<file path="src/design/assert_macros.svh">
// Assertion helpers used by greedy_box_nms_unit.
`ifndef ASSERT_MACROS_SVH
`define ASSERT_MACROS_SVH

// Clocked property check, inactive while reset is held.
`define GBN_ASSERT(lbl, prop, msg) \
  lbl: assert property (@(posedge clk) disable iff (rst) prop) else $error(msg);

// Same check with reset not masked.
`define GBN_ASSERT_ALWAYS(lbl, prop, msg) \
  lbl: assert property (@(posedge clk) prop) else $error(msg);

`endif

</file>
<file path="src/design/gbn_pkg.sv">
// ----------------------------------------------------------------------------
// gbn_pkg
// Types and constants shared by the greedy box suppression unit.
// ----------------------------------------------------------------------------
package gbn_pkg;

  localparam int GBN_MAX_KEPT = 64;
  localparam logic [8:0] GBN_THR_RESET = 9'd115;

  typedef struct packed {
    logic              first_box;
    logic signed [15:0] box_x;
    logic signed [15:0] box_y;
    logic [14:0]        box_w;
    logic [14:0]        box_h;
  } box_in_t;

  typedef struct packed {
    logic       keep;
    logic [6:0] kept_slot;
    logic       list_overflow;
  } result_t;

  typedef struct packed {
    logic signed [15:0] left;
    logic signed [15:0] top;
    logic [14:0]        width;
    logic [14:0]        height;
    logic [29:0]        area;
  } entry_t;

  typedef struct packed {
    logic empty;
    logic hit;
  } pipe_stat_t;

endpackage

</file>
<file path="src/design/gbn_iou_pipe.sv">
// ----------------------------------------------------------------------------
// gbn_iou_pipe
// Four-stage overlap test of the candidate box against one stored box per
// cycle; the multiplier for the intersection area also forms the candidate area.
// ----------------------------------------------------------------------------
module gbn_iou_pipe import gbn_pkg::*; (
  input  logic       clk,
  input  logic       rst,
  input  box_in_t    cand,
  input  logic       area_req,
  input  logic [8:0] thr,
  input  logic       ent_valid,
  input  entry_t     ent,
  output logic [29:0] cand_area,
  output pipe_stat_t stat
);

  logic signed [17:0] ax0, ax1, bx0, bx1, ay0, ay1, by0, by1;
  logic signed [17:0] xlo, xhi, ylo, yhi, xdif, ydif;
  logic [14:0] iw, ih;

  logic        s1_valid, s2_valid, s3_valid, s4_valid;
  logic [14:0] s1_iw, s1_ih;
  logic [29:0] s1_karea, s2_karea, s2_inter, s3_inter;
  logic [30:0] s3_uni;
  logic        s4_hit;

  logic [14:0] mul_a, mul_b;
  logic [29:0] prod;
  logic [31:0] uni_sum;
  logic [39:0] lhs, rhs;

  // Edges in 18 bits so that left + width never wraps.
  always_comb begin
    ax0 = 18'(cand.box_x);
    ax1 = ax0 + $signed({3'b000, cand.box_w});
    bx0 = 18'(ent.left);
    bx1 = bx0 + $signed({3'b000, ent.width});
    ay0 = 18'(cand.box_y);
    ay1 = ay0 + $signed({3'b000, cand.box_h});
    by0 = 18'(ent.top);
    by1 = by0 + $signed({3'b000, ent.height});
    xlo = (ax0 > bx0) ? ax0 : bx0;
    xhi = (ax1 < bx1) ? ax1 : bx1;
    ylo = (ay0 > by0) ? ay0 : by0;
    yhi = (ay1 < by1) ? ay1 : by1;
    xdif = xhi - xlo;
    ydif = yhi - ylo;
    iw = (xhi > xlo) ? xdif[14:0] : '0;
    ih = (yhi > ylo) ? ydif[14:0] : '0;
  end

  // The multiplier serves the candidate area before the scan starts.
  assign mul_a = area_req ? cand.box_w : s1_iw;
  assign mul_b = area_req ? cand.box_h : s1_ih;
  assign prod  = mul_a * mul_b;

  assign uni_sum = {2'b00, cand_area} + {2'b00, s2_karea} - {2'b00, s2_inter};
  assign lhs = {2'b00, s3_inter, 8'h00};
  assign rhs = thr * s3_uni;

  always_ff @(posedge clk) begin
    if (rst) begin
      s1_valid <= 1'b0;
      s2_valid <= 1'b0;
      s3_valid <= 1'b0;
      s4_valid <= 1'b0;
    end else begin
      s1_valid <= ent_valid;
      s2_valid <= s1_valid;
      s3_valid <= s2_valid;
      s4_valid <= s3_valid;
    end
  end

  always_ff @(posedge clk) begin
    if (area_req) begin
      cand_area <= prod;
    end
    s1_iw    <= iw;
    s1_ih    <= ih;
    s1_karea <= ent.area;
    s2_inter <= prod;
    s2_karea <= s1_karea;
    s3_inter <= s2_inter;
    s3_uni   <= uni_sum[30:0];
    s4_hit   <= lhs > rhs;
  end

  assign stat.empty = !(s1_valid || s2_valid || s3_valid || s4_valid);
  assign stat.hit   = s4_valid && s4_hit;

endmodule

</file>
<file path="config.mk">
export PLATFORM = sky130hd
export DESIGN_NAME = gbn_iou_pipe
export DESIGN_NICKNAME = d
export VERILOG_FILES = /design/src/design/assert_macros.svh /design/src/design/gbn_pkg.sv /design/src/design/gbn_iou_pipe.sv
export SDC_FILE = /design/constraint.sdc
export NUM_CORES = 2
export LEC_CHECK = 0
export BUFFER_PORTS_ARGS = -buffer_cell sky130_fd_sc_hd__buf_2
export CORE_MARGIN = 8
export CORE_UTILIZATION = 55
export CTS_CLUSTER_SIZE = 25
export DETAILED_ROUTE_END_ITERATION = 8
export HOLD_SLACK_MARGIN = 0.02
export PLACE_DENSITY = 0.77
export SYNTH_ARGS = -nofsm -noshare
export SYNTH_HDL_FRONTEND = slang
export SYNTH_SLANG_ARGS = --single-unit
export TNS_END_PERCENT = 20
</file>
<file path="constraint.sdc">
create_clock -name clk -period 10.7 [get_ports clk]
set_input_delay 2.14 -clock clk [delete_from_list [all_inputs] [get_ports clk]]
set_output_delay 2.14 -clock clk [all_outputs]
set_load 0.01 [all_outputs]
</file>
# Word level (Yosys, flattened, before mapping)
# Index checks and enable logic that the tools add are counted.
# Widths: inputs -> output; s select.
[op_classes] n_addsub=8 mul=2 order_cmp=7 n_mux=6 reduce_logical=5
[op_table] cell="$mux 18" count=4
[op_table] cell="$add 16x16->17" count=4
[op_table] cell="$gt 38x40->1" count=1
[op_table] cell="$mul 9x31->40" count=1
[op_table] cell="$gt 18x18->1" count=2
[op_table] cell="$lt 17x17->1" count=2
[op_table] cell="$gt 16x16->1" count=2
[op_table] cell="$add 30x30->31" count=1
[op_table] cell="$sub 31x30->31" count=1
[op_table] cell="$mul 15x15->30" count=1
[op_table] cell="$mux 15" count=2
[op_table] cell="$sub 15x15->15" count=2
[op_table] cell="$logic_or 1x1->1" count=3
[op_table] cell="$logic_and 1x1->1" count=1
[op_table] cell="$logic_not 1->1" count=1
[totals] register_bits=216 inputBits=168 output_inout_bits=32 elab_cells=41

# Longest topological paths before layout
[depth] ltp_word=4 depth_mapped=35

# Worst setup path after synthesis
# OpenSTA, ideal clock, no wires.
[synth_path] path_type="input -> register" startpoint="input area_req" endpoint="register cand_area[28] (data pin)" setup_ns=0.261 t_arrival_ns=8.890 required_ns=10.439 path_slack_ns=1.549 stages=23 n_path_buf=3 cell_sequence="clkbuf_1 > clkbuf_1 > buf_1 > mux2i_1 > nor2_1 > fa_1 > fa_1 > inv_1 > fa_1 > inv_1 > fa_1 > fa_1 > fa_1 > ha_1 > a21o_1 > a21o_1 > a211o_1 > a22oi_1 > a311oi_1 > o21bai_1 > a21oi_1 > o41a_1 > xor2_1"
[synth_between] elab_chain_len=2
[synth_lines] item="from (decl)" line_no="gbn_iou_pipe.sv:10" text="input logic area_req,"
[synth_lines] item="$mux 15, on equally long branches" line_no="gbn_iou_pipe.sv:54, gbn_iou_pipe.sv:55"
[synth_lines] item="$mul 15x15->30 *" line_no="gbn_iou_pipe.sv:56" text="assign prod = mul_a * mul_b;"
[synth_lines] item="named net prod[28]" line_no="gbn_iou_pipe.sv:29" text="logic [29:0] prod;"
[synth_lines] item="to (signal assigned)" line_no="gbn_iou_pipe.sv:78" text="cand_area <= prod;"
[synth_lines] item="to (decl)" line_no="gbn_iou_pipe.sv:14" text="output logic [29:0] cand_area,"
# Mark *: on every way through the listed nets, which the timed path passes. The rest lies on a longest branch.
# A chain may end at the register's enable or synchronous reset.

# Final worst setup path
[layout_path] startpoint="input thr[1]" endpoint="register s4_hit"
[layout_between] elab_chain_len=2
[layout_lines] item="from (decl)" line_no="gbn_iou_pipe.sv:11" text="input logic [8:0] thr,"
[layout_lines] item="$mul 9x31->40" line_no="gbn_iou_pipe.sv:60" text="assign rhs = thr * s3_uni;"
[layout_lines] item="$gt 38x40->1" line_no="gbn_iou_pipe.sv:87" text="s4_hit <= lhs > rhs;"
[layout_lines] item="to (signal assigned)" line_no="gbn_iou_pipe.sv:87"
[layout_lines] item="to (decl)" line_no="gbn_iou_pipe.sv:26" text="logic s4_hit;"
# Every way passes these cells.

==> qor.txt <==
H-tree depth: 1
DP HPWL: 59400 um
Die Ht: 251 um
Total Nets Final: 4498
antenna viol nets, final: 0
vias per cell: 5.42
Post-CTS Hold Buffers: 0
Startpoint Class: input pin
clk_skew: 0.0128 ns
R2R depth: 24
FMAX: 107 MHz
DR WL/cell: 16.3 um
die area: 63200 um^2
CP max stage cell: buf_2
# rows: 86
Crit path largest cell delay: 0.54 ns
endpoints failing hold: 0
initial antenna violation count: 0
Yosys reg bits: 216
pin count of the biggest net entering global routing: 35
share of the cycle needed by the critical path after routing: 87.3%
final WL: 70500 um
Iteration-0 DRC Markers: 1263
Hold WS: 0.325 ns
CORE AREA: 55000 um^2
crit end category: register
Reg clk slew, reported paths: 0.06 ns
main area contributors after synthesis: fa_1 (27%), ha_1 (15%), dfxtp_1 (12%)
CP Class: in -> reg
worst path required time: 11.15 ns
maxcap violations: 0
Tmin final: 9.34 ns
Synth Net Count: 4332
Synth Cell Area: 30500 um^2
IO Count: 200
worst hold path type: reg -> reg
Max clock buf depth: 3
clk_lat worst skew: 0.53 ns
Post-CTS Setup Bufs: 0
Worst Max-Slew Pin Slew: 0.869 ns
CP Launch Point: thr[1]
Pre-antenna DRT Iters: 6
global-route usage over all layers: 22.7%
gr ovfl total: 0
HP Start: s1_karea[4]$_DFF_P_
post-route DRC violation count: 0
post-synth top area cell: fa_1
root buf cell: clkbuf_16
n_diodes: 0
Synth cell types: 74
Placer Congestion: 0.907
syn_area_per_cell: 9.00 um^2
most common cell after layout, fill and taps aside: inv_1
max-slew violation count: 0
# setup viols final: 0
Port Buffers: 198
commonest non-fill, non-tap cells in the layout: inv_1 (626), fa_1 (407), ha_1 (373)
predominant post-synthesis flop cell: dfxtp_1
# fillers: 4747
setup_tns: 0 ns
YS warnings: 0
cell mode on critical path: fa_1
via count: 23400
PostCTS Resize Cnt: 0
vias in the first global route: 24500
layout cell share with drive strength beyond 1: 9.59%
TritonCTS Buffers: 25
first-pass GRT wire length: 119000 um
Mapped Cells: 3384
EDFF count, synth: 30
Die Width: 251 um
CTS tree: done
area grow syn2layout: 8.40%
FFs w/ async S/R, synth: 0%
clock sink total: 216
crit path max fanout: 31
r2r startpoint: s3_uni[3]$_DFF_P_
status: completed
post-synthesis sequential area ratio: 15.2%
RSZ-0062 raised after global routing: no
post-synth top area share: 26.7%
Worst Hold Path Cells: 0
Slew headroom: 40.4%
initial core utilization: 55.4%
WP data arrival: 9.80 ns
-- state kept, by name (all words and copies together), names as in the netlist --
name       flops
cand_area     30
s1_ih         15
s1_iw         15
s1_karea      30
s1_valid       1
s2_inter      30
s2_karea      30
s2_valid       1
s3_inter      30
s3_uni        31
s3_valid       1
s4_hit         1
s4_valid       1
-- kinds of logic (layout without fill, tap and decap cells) --
logic type	count (synthesis)	count (layout)	share of synthesized area, %
compound gates	488	488	10.8
mux	116	116	4.00
xor+xnor	151	151	4.34
buf+inv	700	884	8.70
flops	216	216	15.2
simple gates	933	933	14.9
fa+ha+maj	780	780	42.1
-- synthesized netlist by cell type (13+ instances only) --
cell type,n
nor2_2,20
o21ai_0,80
inv_1,626
o21bai_1,20
mux2_2,47
nand2b_1,34
ha_1,373
nand4_1,24
a31oi_1,14
a21oi_1,137
clkbuf_1,63
and2_1,186
nor3_1,40
xor2_1,60
nand2_1,333
nand3_1,38
or3_1,13
fa_1,407
o21a_1,29
xnor2_1,91
dfxtp_1,186
edfxtp_1,30
nor2_1,169
nor2b_1,31
a211oi_1,14
a21o_1,80
mux2i_1,69
-- final timing paths --
kind | to | slack [ns]
hold / removal | s2_karea[4]$_DFF_P_ | 0.33
setup / recovery | s4_hit$_DFF_P_ | 1.36
hold reg to reg | s2_karea[4]$_DFF_P_ | 0.33
setup reg to reg | s4_hit$_DFF_P_ | 2.91
-- critical path: cells and delay by family --
family	cells	cell delay, ns
AND/OR/NAND/NOR	5	1.12
AO/OA/AOI/OAI	9	2.84
multiplexers	1	0.13
adder cells (fa/ha/maj)	6	2.70
XOR/XNOR	1	0.15
buffers and inverters	4	0.70
-- layout make-up --
cell class                 instances  area (um^2)  share of cell area [%]
clock inverter                    17          159                   0.481
inverter                         626         2350                    7.12
multi-input combinational       2468        23200                    70.2
sequential                       216         4620                    14.0
clock buffer                      28          657                    1.99
tap                              748          936                    2.83
timing repair buffer             213         1110                    3.35
-- per-stage QoR --
step / setup WS, ns / util, % / std cells / area, um^2
5_1_grt: 1.17 / 60.1 / 4316 / 33000
2_1_floorplan: 1.55 / - / 3384 / 30500
6_report: 1.36 / 60.1 / 4316 / 33000
4_1_cts: 1.37 / 60.1 / 4316 / 33000
3_3_place_gp: 0.914 / 58.6 / 4271 / 32200
3_5_place_dp: 0.829 / 58.6 / 4271 / 32200
-- routing by layer --
metal	part of all wire [%]	track usage, %	vias up
met1	43	28.8	11200
met3	5.9	3.24	129
met4	3.0	6.95	0
li1	-	-	11300
met5	0	0	-
met2	48	39.8	717
Power is not shown: default switching activity piles up to over one toggle a cycle in this logic, so the estimate is an artifact.
